$ cat src/rtl/ots_ram.sv
// Generic single-write, single-read RAM with a registered read port.
// No dependencies.
module ots_ram #(
	parameter int WIDTH = 8,
	parameter int DEPTH = 256
) (
	input  logic                     clk,
	input  logic                     we,
	input  logic [$clog2(DEPTH)-1:0] waddr,
	input  logic [WIDTH-1:0]         wdata,
	input  logic [$clog2(DEPTH)-1:0] raddr,
	output logic [WIDTH-1:0]         rdata
);

	logic [WIDTH-1:0] mem [DEPTH];

	// Write port and registered read port.
	always_ff @(posedge clk) begin
		if (we) begin
			mem[waddr] <= wdata;
		end
		rdata <= mem[raddr];
	end

endmodule

$ cat config.mk
export PLATFORM = sky130hd
export DESIGN_NAME = ots_ram
export DESIGN_NICKNAME = d
export VERILOG_FILES = /design/src/rtl/ots_ram.sv
export SDC_FILE = /design/constraint.sdc
export NUM_CORES = 2
export LEC_CHECK = 0
export BUFFER_PORTS_ARGS = -buffer_cell sky130_fd_sc_hd__buf_2
export CAP_MARGIN = 20
export CORE_UTILIZATION = 63
export CTS_CLUSTER_DIAMETER = 120
export DETAILED_ROUTE_END_ITERATION = 10
export HOLD_SLACK_MARGIN = 0.15
export PLACE_DENSITY = 0.79
export SLEW_MARGIN = 15
export SYNTH_ARGS = -nofsm -noshare
export SYNTH_HDL_FRONTEND = slang
export SYNTH_SLANG_ARGS = --single-unit
$ cat constraint.sdc
create_clock -name clk -period 2.7 [get_ports clk]
set_clock_uncertainty 0.1 [all_clocks]
set_input_delay 0 -clock clk [delete_from_list [all_inputs] [get_ports clk]]
set_output_delay 0 -clock clk [all_outputs]
set_load 0.02 [all_outputs]
-- Yosys cells after proc, flatten, opt, wreduce, memory -nomap -nowiden
Memories as Yosys holds them, arrays and structs flattened. A register that Yosys moved wholly into a read port is not among the register bits.
Index checks and enable logic that the tools add are counted.
- register bits after elaboration: 0
- bits in writable memories: 2048
- input bits: 26
- output and inout bits: 8
- word-level logic and storage cells: 3
- memories: 1
- memories (name ; depth ; bits a word ; rd ports ; clocked after Yosys merged registers in ; wr ports ; line ; text):
    mem ; 256 ; 8 ; 1 ; 1 ; 1 ; 15 ; logic [WIDTH-1:0] mem [DEPTH];
- mux-type cells: 2
- operators with widths (kind ; number):
    $mux 1 ; 2

-- Depth between registers and ports, before layout
- depth in word-level cells: 2
- gate-level depth with buffers: 11
- gate-level depth less buffers: 6

-- Least setup slack after synthesis
Ideal clock, no wire load.
- kind: input-to-reg
- start: input port raddr[0]
- end: register rdata[2], read port of mem
- data arrival time: 1.807 ns
- required time: 2.469 ns
- setup slack: 0.662 ns
- cell stages on the path: 9
- path buffers: 4
- path through: buf_6 -> buf_12 -> buf_8 -> buf_2 -> mux4_2 -> a22oi_1 -> a21oi_1 -> nor4_1 -> nor4_2
- RTL lines (element ; line ; text):
    start, declared ; 11 ; input logic [$clog2(DEPTH)-1:0] raddr,
    end, declared ; 12 ; output logic [WIDTH-1:0] rdata

==> results <==
- Global routing consumed, on the met2 layer, 51.07% of the routing resources.
- The max-cap violation count is 0.
- The number of standard-cell rows in the floorplan is 130.
- Measured along the x axis, the die boundary spans 357.4 µm.
- The worst path in the final design needs a cycle of 2671 ps, including I/O delays and setup.
- The count of buffers added on input and output ports is 33.
- Setup repair after global routing left no endpoint under its margin.
- STA classifies the critical path startpoint as a flip-flop.
- The area taken by multi-input logic gates is 0.01650 mm².
- The max-slew violation total from the final report is 0.
- The number of warnings issued by yosys is 0.
- Cells with a size suffix above 1 make up 28.81% of the layout.
- The via count of the first global-routing pass is 42760.
- For the pin with the worst max-slew slack, the measured transition is 995.9 ps.
- The initial antenna violation count came to 10.
- From bottom edge to top edge, the die measures 357.4 µm.
- The highest achievable clock rate is 374.3 MHz.
- In the synthesized netlist, the cells that appear most often are edfxtp_1, mux4_2, nor2_1.
- Registers take 0.06166 mm².
- In this run the standard cell core region covers 0.1254 mm².
- The post-route antenna net violation count is 0.
- The die covers 0.1277 mm².
- The most common cell in the netlist is edfxtp_1.
- The worst pin sits at a relative slew slack of 33.61%.
- The detailed router's first-iteration violation count is 6999.
- The number of clock sinks is 2056.
- Summed over all layers, the routed wires come to 203900 µm.
- The clock latency of the later-clocked register in the worst-skew pair is 840 ps.
- The busiest layer in global routing is met2.
- The final critical path takes up 98.94% of the cycle.
- The commonest register cell after synthesis is edfxtp_1.
- The first-pass GRT wire length is 293500 µm.
- The final layout contains 4264 nets.
- The DRC violation count after routing is 0.
- The top-area cell type share of the netlist area is 77.30%.
- By area the synthesized netlist is led by edfxtp_1, mux4_2, mux2i_1.
- The met1 usage is 44.63%.
- The clock root buffer is clkbuf_16.
- The detailed-route via count is 42300.
- TritonCTS built the clock tree.
- The number of enable-type register cells in the synthesized netlist is 2048.
- The clock buffer count from CTS is 193.
- The critical path is of the flip-flop to flip-flop type.
- The tightest min-delay check is of the primary input to flip-flop type.
- The total nets after synthesis is 3759.
- IR analysis of the VDD net gives a maximum drop of 731.2 µV.
- Setup violations remaining at the end of the flow were counted as 0.
- In this run the static leakage power is 29.36 nW.
- The global placement routability congestion is 0.8815.
- For this run, the register share of the synthesized area comes to 77.50%.
- The H-tree was split into 4 levels.
- The number of inserted filler cells in the final layout is 6580.
- The summed negative setup slack over all endpoints is 0 ps.
- Along the worst path, the maximum fanout reaches 1.
- Once layout is complete, the utilization of the core stands at 72.85%.
- The mean instance size in the synthesized netlist is 21.31 µm².
- For met3 alone, demand over resource in global routing was 7.347%.
- Once the floorplan was initialized, standard cells occupied 63.44% of the core.
- STA classifies the critical path endpoint as a flip-flop.
- The cell area after technology mapping is 0.07956 mm².
- Global routing consumed, over all layers together, 32.57% of the routing resources.
- Entering global routing, the biggest net connects 141 pins.
- The run finished with clean final reports.
- After synthesis, the share of flip-flops with an asynchronous set or reset is 0%.
- After detailed routing, the average wire length per cell comes to 33.74 µm.
- The area growth from synthesis to layout is 14.84%.
- The number of register bits inferred by synthesis is 2056.
- The biggest area contributor in the post-synthesis netlist is edfxtp_1.
- The average vias per placed instance is 7.000.
- The clock passes through at most 3 buffers.
- The remaining global-route overflow is 0.
- Synthesis handed over a netlist of 3733 instances.
- The number of different library cells in the post-synthesis netlist is 55.
- After clock tree synthesis, the clock-pin slew on the worst setup and hold paths is 60 ps.
- The post-CTS setup-driven buffer insertion count is 0.
- The count of pins on the block boundary is 34.
- Data on the critical path arrives at its endpoint at 3290 ps.
- The first-pass detailed-route iteration total is 6.
- The number of hold-slack violations in the final timing report is 0.
- The total power divided by cell area is 719.3 mW/mm².
- The required time at the worst-slack endpoint is 3320 ps.
- The HPWL after detailed placement is 120500 µm.
final cells by class:
type,instances,area share (%)
Sequential cell,2056,67.49
Multi-Input combinational cell,1442,18.06
Clock buffer,236,5.510
Timing Repair Buffer,543,5.377
Tap cell,1650,2.260
Clock inverter,112,1.287
Inverter,2,0.008217
Antenna cell,2,0.005478
critical path, stage by stage, from the launching register on:
cell,delay [ps]
edfxtp_1,410
mux4_2,480
mux4_2,540
nor2b_1,230
nor4_2,530
buf_4,210
nor4_1,60
kinds of logic (layout without fill, tap and decap cells):
logic type	after synthesis	count (layout)	share of synthesized area, %
AO/OA/AOI/OAI	385	385	3.419
buffers and inverters	235	893	1.831
flip-flops	2056	2056	77.50
multiplexers	591	591	14.62
other	0	2	0
AND/OR/NAND/NOR	466	466	2.628
final timing paths:
check	cells past startpoint	end	from	slack, ps
worst max-delay path	6	rdata[1]	mem[85][1]	30
worst min-delay path	2	mem[245][1]	wdata[1]	180
worst max register to register	6	rdata[1]	mem[85][1]	30
worst min register to register	7	rdata[5]	mem[32][5]	970
registers in the layout, summed over array words and instances (netlist names):
name,flops
rdata,8
mem,2048
what timing repair did:
item | 4_1_cts | 5_1_grt
setup endpoints to repair | 1 | 10
hold buffers | 27 | 0
endpoints found under the hold margin | 3494 | 0
resized for setup | 1 | 2
layout by cell type (no fill, tap or decap), types with 19 or more instances in the layout:
master	n
edfxtp_1	2048
mux4_2	454
buf_4	424
nor2_1	279
clkbuf_16	195
mux2i_1	134
a22oi_1	133
a21oi_1	96
buf_12	61
o221ai_1	46
clkbuf_1	41
clkinv_2	39
clkinv_1	37
nand3_1	34
nand2_1	33
o22ai_1	28
nor2b_1	28
dlygate4sd3_1	25
nor4_1	22
buf_2	22
nor3_1	21
bufinv_16	19
where the power goes:
| group | switching [mW] | total (mW) | internal (mW) | leakage (nW) |
|---|---|---|---|---|
| Combinational | 2.20 | 3.50 | 1.30 | 7.84 |
| Sequential | 0.0827 | 35.3 | 35.2 | 18.5 |
| Clock | 11.8 | 27.0 | 15.1 | 3.05 |
| Total | 14.1 | 65.7 | 51.6 | 29.4 |
per-layer routing:
metal  wire, µm  up-vias
li1           -    16690
met1      68990    21500
met2      97960     3510
met3      26950      588
met4       9888       10
met5         69        -
through the flow:
step                      instance area (µm²)  hold slack, ps  setup slack [ps]  std cells  total power [mW]
after floorplan                         79560          -1.131             662.1       3733             37.62
after global placement                  84850           173.5            -435.4       5666             39.18
after detailed placement                84850           183.1            -476.6       5666             39.28
after CTS                               91350           150.7             9.210       6041             65.83
after global routing                    91360           171.5             41.54       6041             67.14
final                                   91360           181.4             28.57       6043             65.72
Power figures use the tool's default switching activity.
