File: src/rtl/ots_pkg.sv
// Package for the Otsu threshold select unit.
// Holds the count and product widths, the frame limit and the fixed levels.
// No dependencies.
package ots_pkg;

	// Largest number of pixels counted in one frame; further pixels saturate.
	localparam int MAX_PIXELS = 1048576;

	localparam int LEVELS  = 256;
	localparam int LEVEL_W = 8;

	// Pixel counts reach MAX_PIXELS itself, grey sums are counts times a level.
	localparam int CNT_W  = $clog2(MAX_PIXELS + 1);
	localparam int SUM_W  = CNT_W + LEVEL_W;
	localparam int PROD_W = SUM_W + CNT_W;
	localparam int DEN_W  = 2 * CNT_W;
	localparam int CAND_W = 2 * PROD_W;
	localparam int CMP_W  = CAND_W + DEN_W;

	// Shared shift-add multiplier operand widths.
	localparam int MUL_A_W = CAND_W;
	localparam int MUL_B_W = PROD_W;
	localparam int MUL_P_W = MUL_A_W + MUL_B_W;

	// Result when no split gives a positive variance.
	localparam logic [LEVEL_W-1:0] NO_SPLIT_LEVEL = LEVEL_W'(128);
	localparam logic [LEVEL_W-1:0] LAST_LEVEL     = LEVEL_W'(LEVELS - 1);

	typedef logic [CNT_W-1:0] cnt_t;
	typedef logic [SUM_W-1:0] sum_t;

endpackage

File: src/rtl/ots_mul.sv
// Shared shift-add multiplier: one multiplier bit and one wide add per cycle.
// Depends on ots_pkg for the operand widths.
module ots_mul (
	input  logic                          clk,
	input  logic                          arst_n,
	input  logic                          start,
	input  logic [ots_pkg::MUL_A_W-1:0]   a,
	input  logic [ots_pkg::MUL_B_W-1:0]   b,
	output logic                          done,
	output logic [ots_pkg::MUL_P_W-1:0]   p
);

	logic                          busy_q;
	logic [ots_pkg::MUL_P_W-1:0]   acc_q;
	logic [ots_pkg::MUL_P_W-1:0]   a_q;
	logic [ots_pkg::MUL_B_W-1:0]   b_q;

	// The product is complete once no multiplier bits remain.
	assign done = busy_q && (b_q == '0);
	assign p    = acc_q;

	// Control state.
	always_ff @(posedge clk or negedge arst_n) begin
		if (!arst_n) begin
			busy_q <= 1'b0;
		end else if (start) begin
			busy_q <= 1'b1;
		end else if (done) begin
			busy_q <= 1'b0;
		end
	end

	// Datapath: add the shifted multiplicand for each set multiplier bit.
	always_ff @(posedge clk) begin
		if (start) begin
			acc_q <= '0;
			a_q   <= ots_pkg::MUL_P_W'(a);
			b_q   <= b;
		end else if (busy_q && (b_q != '0)) begin
			if (b_q[0]) begin
				acc_q <= acc_q + a_q;
			end
			a_q <= a_q << 1;
			b_q <= b_q >> 1;
		end
	end

endmodule

File: config.mk
export PLATFORM = sky130hd
export DESIGN_NAME = ots_mul
export DESIGN_NICKNAME = d
export VERILOG_FILES = /design/src/rtl/ots_pkg.sv /design/src/rtl/ots_mul.sv
export SDC_FILE = /design/constraint.sdc
export NUM_CORES = 1
export LEC_CHECK = 0
export BUFFER_PORTS_ARGS = -buffer_cell sky130_fd_sc_hd__buf_2
export CAP_MARGIN = 20
export CORE_ASPECT_RATIO = 1.1
export CORE_MARGIN = 8
export CORE_UTILIZATION = 51
export CTS_CLUSTER_SIZE = 25
export DETAILED_ROUTE_END_ITERATION = 16
export PLACE_DENSITY = 0.72
export SYNTH_ARGS = -nofsm -noshare
export SYNTH_HDL_FRONTEND = slang
export SYNTH_SLANG_ARGS = --single-unit
File: constraint.sdc
create_clock -name clk -period 11.15 [get_ports clk]
set_input_delay 2.23 -clock clk [delete_from_list [all_inputs] [get_ports clk]]
set_output_delay 2.23 -clock clk [all_outputs]
set_load 0.03 [all_outputs]
Word level (Yosys, flattened, before mapping)
Index checks and enable logic that the tools add are counted. W data, S select, Z words.

Register bits after elaboration: 351. Logic and storage cells: 19.

Add/subtract/negate cells: 1. Multiplexer cells: 6. Reductions and logical operators: 7.

Operators with widths (count): $mux W100 (2); $add A150 B150 Y150 (1); $mux W50 (2); $logic_not A50 Y1 (1); $reduce_bool A50 Y1 (1); $reduce_bool A2 Y1 (2); $logic_and A1 B1 Y1 (2); $mux W1 (2); $reduce_and A2 Y1 (1).

Longest topological paths before layout
Gate-level depths: netlist (run 1).

Depth after elaboration: 4. Gate-level depth with buffers: 14. Mapped depth without buffers: 14.

Worst setup path after synthesis (run 1)
OpenSTA, ideal clock, no wires.

Kind: input to register. Start point: input port start. End point: register a_q[0] (netlist name), enable pin. Library setup time: 1.252 ns. Arrival: 5.505 ns. Data required time: 9.898 ns. Path slack: 4.393 ns. Stages: 5. Buffers on the path: 3. Cells stage by stage: clkbuf_1 > inv_1 > clkbuf_1 > clkbuf_1 > nand2_1.

Cells in the longest elaborated chain, start to end: 1.

Ends and longest elaborated chain: start: declaration (line ots_mul.sv:6) `input logic start,`; $reduce_bool A2 Y1 (no source line); end signal: assignment (line ots_mul.sv:37) `a_q <= ots_pkg::MUL_P_W'(a);`; end signal: assignment (line ots_mul.sv:43) `a_q <= a_q << 1;`; end: declaration (line ots_mul.sv:15) `logic [ots_pkg::MUL_P_W-1:0] a_q;`.

Every way passes these cells. A chain may end at the register's enable or synchronous reset.

Worst setup path after layout (run 1)
Start point: input port start. End point: register a_q[96] (netlist name), enable pin.

The elaborated chain is that of the path after synthesis.

==> results of run 1 <==
worst max-delay path: stages:
cell and delay [ns]:
buf_8 0.57, clkinv_1 0.33, nand2_4 0.76, buf_4 0.88
Yosys cell counts, types with 15 or more instances:
library cell / number
nand2_1: 372
mux2i_1: 50
a21o_1: 71
inv_1: 58
nor4_1: 22
and2_1: 15
mux2_2: 148
nor3_1: 55
o21a_1: 20
nand3b_1: 19
buf_2: 49
o21ai_0: 140
dfxtp_1: 200
nand4_1: 88
a31oi_1: 19
xor2_1: 51
a21oi_1: 345
clkbuf_1: 113
and3_1: 15
nand3_1: 75
ha_1: 149
o21bai_1: 50
nor2_1: 212
edfxtp_1: 150
o211ai_1: 19
xnor2_1: 52
layout make-up:
| type | instances | share of cell area (%) |
|---|---|---|
| inverters | 58 | 0.8154 |
| well taps | 595 | 2.788 |
| repair buffers | 314 | 6.045 |
| clock buffers | 52 | 3.993 |
| clock inverters | 20 | 0.7545 |
| multi-input cells | 2183 | 53.64 |
| flip-flops and latches | 351 | 31.96 |
through the flow:
step,setup slack (ns),power [W],instance area (µm²),std cells,hold slack [ns]
2_1_floorplan,4.393,0.002852,23770,2765,0.4836
5_1_grt,6.044,0.004860,26700,3573,0.4864
3_5_place_dp,5.689,0.003297,25420,3500,0.4621
3_3_place_gp,5.854,0.003278,25420,3500,0.4559
4_1_cts,6.289,0.004622,26690,3572,0.4716
6_report,6.195,0.004616,26700,3573,0.4695
worst max-delay path by stage:
stage / from / end / slack [ns]
2_1_floorplan: start / a_q[0] / 4.39
3_3_place_gp: start / a_q[99] / 5.85
3_5_place_dp: start / a_q[99] / 5.69
4_1_cts: start / a_q[96] / 6.29
5_1_grt: start / a_q[95] / 6.04
6_report: start / a_q[96] / 6.20
flip-flops by register name (all words and copies together) (netlist names):
| register | flops |
|---|---|
| a_q | 150 |
| p | 150 |
| b_q | 50 |
| busy_q | 1 |
power by group:
| group | total, W | switching, W | internal (W) |
|---|---|---|---|
| Sequential | 0.00161 | 0.000122 | 0.00149 |
| Combinational | 0.00169 | 0.00110 | 0.000593 |
| Clock | 0.00131 | 0.000564 | 0.000749 |
| Total | 0.00462 | 0.00178 | 0.00283 |
per-layer routing:
layer	wire, µm	track usage (%)	vias to the layer above
met5	0	0	-
met4	2581	9.284	0
met3	4158	4.092	156
met2	35030	44.44	715
met1	30460	31.68	10310
li1	-	-	10520
cells by family after synthesis:
kind of cell	Yosys count	synth area share (%)
flip-flops	351	35.90
buffers and inverters	231	3.953
adder cells (fa/ha/maj)	150	7.927
AO/OA/AOI/OAI	788	20.67
AND/OR/NAND/NOR	943	18.59
XOR/XNOR	103	3.795
multiplexers	199	9.164
==> flow_metrics.tcl, run 1 <==
set metrics [dict create \
    syn2layout_area_growth_pct 12.32 \
    power.density_nw_per_um2 172.9 \
    critical_path_class "primary input to register" \
    worst_slew_pin_slew_ns 1.132 \
    final_common_cell "nand2_1" \
    worstRegToRegCells 12 \
    critPathCaptureType "register" \
    yosysUniqueCellTypes 90 \
    cts_buffers 39 \
    fin_nets 3250 \
    fillers 4195 \
    drt_first_iter_violations 1824 \
    ys.flop_type "dfxtp_1" \
    slew_viol_final 0 \
    arrival_ns 5.14 \
    multi_input_area_um2 14320 \
    cts.sinks 351 \
    diodes 0 \
    rr_startpoint "a_q[32]" \
    synth_top_cell_by_area "edfxtp_1" \
    core_um2 46320 \
    yosys_warnings 0 \
    synth.area.top_cells "edfxtp_1, dfxtp_1, ha_1" \
    post_cts_buffers 0 \
    finalCritPeriodShare_pct 44.44 \
    grt_pass1_vias 21460 \
    cts_tree "done" \
    seq_area_frac_synth_pct 35.90 \
    ctsHtreeMaxLevel 2 \
    grt_antenna_before_repair 0 \
    antenna_left 0 \
    seqCellArea_um2 8533 \
    clock_latency_ns 0.58 \
    worstPathMaxFanout 127 \
    port_buffers 303 \
    period_needed_ns 4.955 \
    min_from "p[130]" \
    synthCells 2765 \
    min_path_cells 2 \
    synth_seq_cells 351 \
    dp_hpwl_mm 54.85 \
    via_count 21700 \
    crit_required_ns 11.34 \
    start_kind "primary input" \
    initial_utilization_pct 51.32 \
    status "completed" \
    routed_wirelength_mm 72.23 \
    via_per_inst 6.074 \
    rrSetupSlack_ns 6.46 \
    max_freq_mhz 201.8 \
    cts-root-buf "clkbuf_16" \
    final_cell_mix "nand2_1, a21oi_1, buf_2, nor2_1, dfxtp_1" \
    final-hold-violation-count 0 \
    io_pins 304 \
    wl_per_cell_um 20.22 \
    synth_edf_count 150 \
    drc_errors 0 \
    rows 83 \
    gp_congestion 0.9401 \
    grt_setup_unrepaired "false" \
    setup_violations 0 \
    die-area_um2 53780 \
    yosys.area.top_type_share_pct 18.95 \
    cap_violations 0 \
    die_w_um 221.8 \
    fin_util_pct 57.64 \
    cts_buffer_depth 3 \
    finalSetupTns_ns 0 \
    r2r_end "p[105]" \
    fin_skew_ns 0.01947 \
    grt_max_degree 128 \
    grt.overflow.total 0 \
    synthArstFlopShare_pct 0.2849 \
    track_usage_pct 25.58 \
    hold_path_end "p[130]" \
    avgSynthCellArea_um2 8.597 \
    drive_above_1_share_pct 19.01 \
    vdd.ir_drop.worst_uv 135.1 \
    syn-num-nets 3068 \
    hp-class "register to register" \
    grt_first_pass_wirelength_mm 114.1 \
    cts_hold_buf 0 \
    synth_area_um2 23770 \
    power.leakage_nw 11.12 \
    die_y_um 242.4 \
    path_clk_slew_ns 0.06 \
    ctsResizeCount 0 \
    drt_pass1_iterations 5 \
    max-slew-margin-rel_pct 24.51 \
]
No activity file was read; power rests on OpenSTA's default activity.
==> run 2: changes to the inputs <==
- ABC_AREA: unset -> 1
- PLACE_DENSITY: 0.72 -> 0.71
- clock period: 11.15 -> 4.8 ns (I/O delays scaled with it)
==> run 2 against run 1 <==
Sequential share of layout area shrank 6.1 points. Design area up 24%. Synthesized cell count increased by 82%. Clock skew is 0.024 ns higher.
==> flow_metrics.tcl, run 2 <==
set metrics [dict create \
    status "completed" \
    cp_num_buf_inv 3 \
    synth.area.top_cells "nand2_1, edfxtp_1, dfxtp_1" \
    cts_hold_buf 0 \
    ys.flop_type "dfxtp_1" \
    gp_congestion 1.040 \
    period_needed_ns 3.449 \
    start_kind "register" \
    grt_antenna_before_repair 1 \
    yosysUniqueCellTypes 39 \
    synth_top_cell_by_area "nand2_1" \
    die-area_um2 65510 \
    fin_skew_ns 0.04307 \
    synth_common_cells "nand2_1, inv_1, nor2_1" \
    avgSynthCellArea_um2 5.838 \
    crit_required_ns 5.27 \
    slew_viol_final 0 \
    synthCells 5029 \
    post_cts_buffers 0 \
    synthArstFlopShare_pct 0.2849 \
    final_common_cell "nand2_1" \
    die_w_um 244.8 \
    placed_cells 5996 \
    critPathLaunch "b_q[0]" \
    worstPathMaxFanout 72 \
    hold_slack_ns 0.1344 \
    syn-num-nets 5332 \
    cts_tree "done" \
    max_freq_mhz 289.9 \
    finalCritPeriodShare_pct 71.86 \
    ctsHtreeMaxLevel 2 \
    cts.sinks 351 \
    max-slew-margin-rel_pct 43.56 \
    io_pins 304 \
    drt_pass1_iterations 8 \
    arrival_ns 3.92 \
    grt_pass1_vias 29620 \
    synth.most_common_cell "nand2_1" \
    drc_errors 0 \
    via_count 31080 \
    clock_latency_ns 0.61 \
    seq_area_frac_synth_pct 29.07 \
    wl_per_cell_um 19.18 \
    cap_violations 0 \
    grt.overflow.total 0 \
    core_um2 57090 \
    setup_violations 0 \
    finalSetupTns_ns 0 \
    final_cell_mix "nand2_1, inv_1, nor2_1, a21oi_1, buf_2" \
    grt_setup_unrepaired "false" \
    yosys.area.top_type_share_pct 25.10 \
    track_usage_pct 34.41 \
    cp_slowest_stage_delay_ns 0.73 \
    power.leakage_nw 18.12 \
    fin_cells 6073 \
    rr_startpoint "b_q[0]" \
    syn2layout_area_growth_pct 12.40 \
    drive_above_1_share_pct 9.812 \
    fin_nets 5590 \
    fillers 5944 \
    die_y_um 267.6 \
    synth_seq_cells 351 \
    critPathCaptureType "register" \
    dp_hpwl_mm 96.13 \
    antenna_left 0 \
    critical_path_class "register to register" \
    drt_first_iter_violations 2759 \
    ctsResizeCount 0 \
    routed_wirelength_mm 116.5 \
    port_buffers 303 \
    cts-root-buf "clkbuf_16" \
    final-hold-violation-count 0 \
    path_clk_slew_ns 0.06 \
    worst_slew_pin_slew_ns 0.8467 \
    rows 92 \
    initial_utilization_pct 51.42 \
    vdd.ir_drop.worst_uv 358.7 \
    grt_max_degree 154 \
    yosys_warnings 0 \
    cts_buffers 41 \
    path_cells "nor4_1 > nand3_1 > nor2_1 > nand2_1 > nand3_4 > inv_6 > buf_4 > o21ai_0 > nand2_1 > inv_1" \
    cp_top_family "buffers and inverters" \
    path_common_cell "nand2_1" \
    hp-class "primary input to asynchronous set/reset pin" \
    cp_slowest_cell "inv_6" \
    synth_edf_count 150 \
    cts_buffer_depth 3 \
    grt_first_pass_wirelength_mm 173.6 \
    power.density_nw_per_um2 309.7 \
    via_per_inst 5.118 \
    synth_area_um2 29360 \
]
## run 2: through the flow
step / cell area [µm²] / total power, W / utilization (%) / worst slack (ns)
floorplan: 29360 / 0.005769 / - / 0.7650
global placement: 31540 / 0.006788 / 55.25 / 1.606
detailed placement: 31540 / 0.006815 / 55.25 / 1.471
CTS: 33000 / 0.01022 / 57.79 / 1.438
global route: 33000 / 0.01070 / 57.80 / 1.156
finish: 33000 / 0.01022 / 57.80 / 1.351
## run 2: cell families (layout without fill, tap and decap cells)
logic type               count (synthesis)  after routing  share of synthesized area (%)
AND/OR/NAND/NOR                       2818           2818                          38.64
buffers and inverters                 1106           1397                          14.33
AO/OA/AOI/OAI                          527            527                          9.252
flip-flops                             351            351                          29.07
adder cells (fa/ha/maj)                150            150                          6.418
XOR/XNOR                                77             77                          2.297
other                                    0              1                              0
## run 2: per-layer routing
layer  vias to the layer above  share of wire [%]  global-route usage (%)
li1                      15760                  -                       -
met2                      1039                 47                   59.17
met4                         0                5.4                   16.24
met5                         -                  0                       0
met1                     14060                 41                   42.44
met3                       226                6.5                   4.408
## run 2: area by class of cell
| cell class | instances | area (µm²) | share of cell area, % |
|---|---|---|---|
| inverter | 1009 | 3797 | 11.51 |
| multi-input combinational | 3572 | 16640 | 50.43 |
| clock buffer | 56 | 1142 | 3.462 |
| timing repair buffer | 312 | 1630 | 4.940 |
| sequential | 351 | 8533 | 25.86 |
| antenna | 1 | 2.502 | 0.007583 |
| clock inverter | 20 | 310.3 | 0.9403 |
| tap | 752 | 940.9 | 2.851 |
## run 2: where the power goes
part	total [W]	switching [W]	internal, W
Clock	0.00341	0.00139	0.00201
Combinational	0.00319	0.00223	0.000955
Sequential	0.00363	0.000228	0.00340
## run 2: final timing paths
path / end / slack [ns] / depth (start not counted)
worst min register to register: p[11] / 0.49 / 2
worst max-delay path: p[56] / 1.35 / 10
min in group clk: p[11] / 0.49 / 2
worst min-delay path: busy_q / 0.13 / 1
max in group asynchronous: busy_q / 4.57 / 1
worst max register to register: p[56] / 1.35 / 10
## run 2: worst reg2reg max path, cell delays in order (launching register included)
cell	delay, ns
edfxtp_1	0.40
nor4_1	0.08
nand3_1	0.07
nor2_1	0.05
nand2_1	0.14
nand3_4	0.57
inv_6	0.73
buf_4	0.72
o21ai_0	0.41
nand2_1	0.13
inv_1	0.04
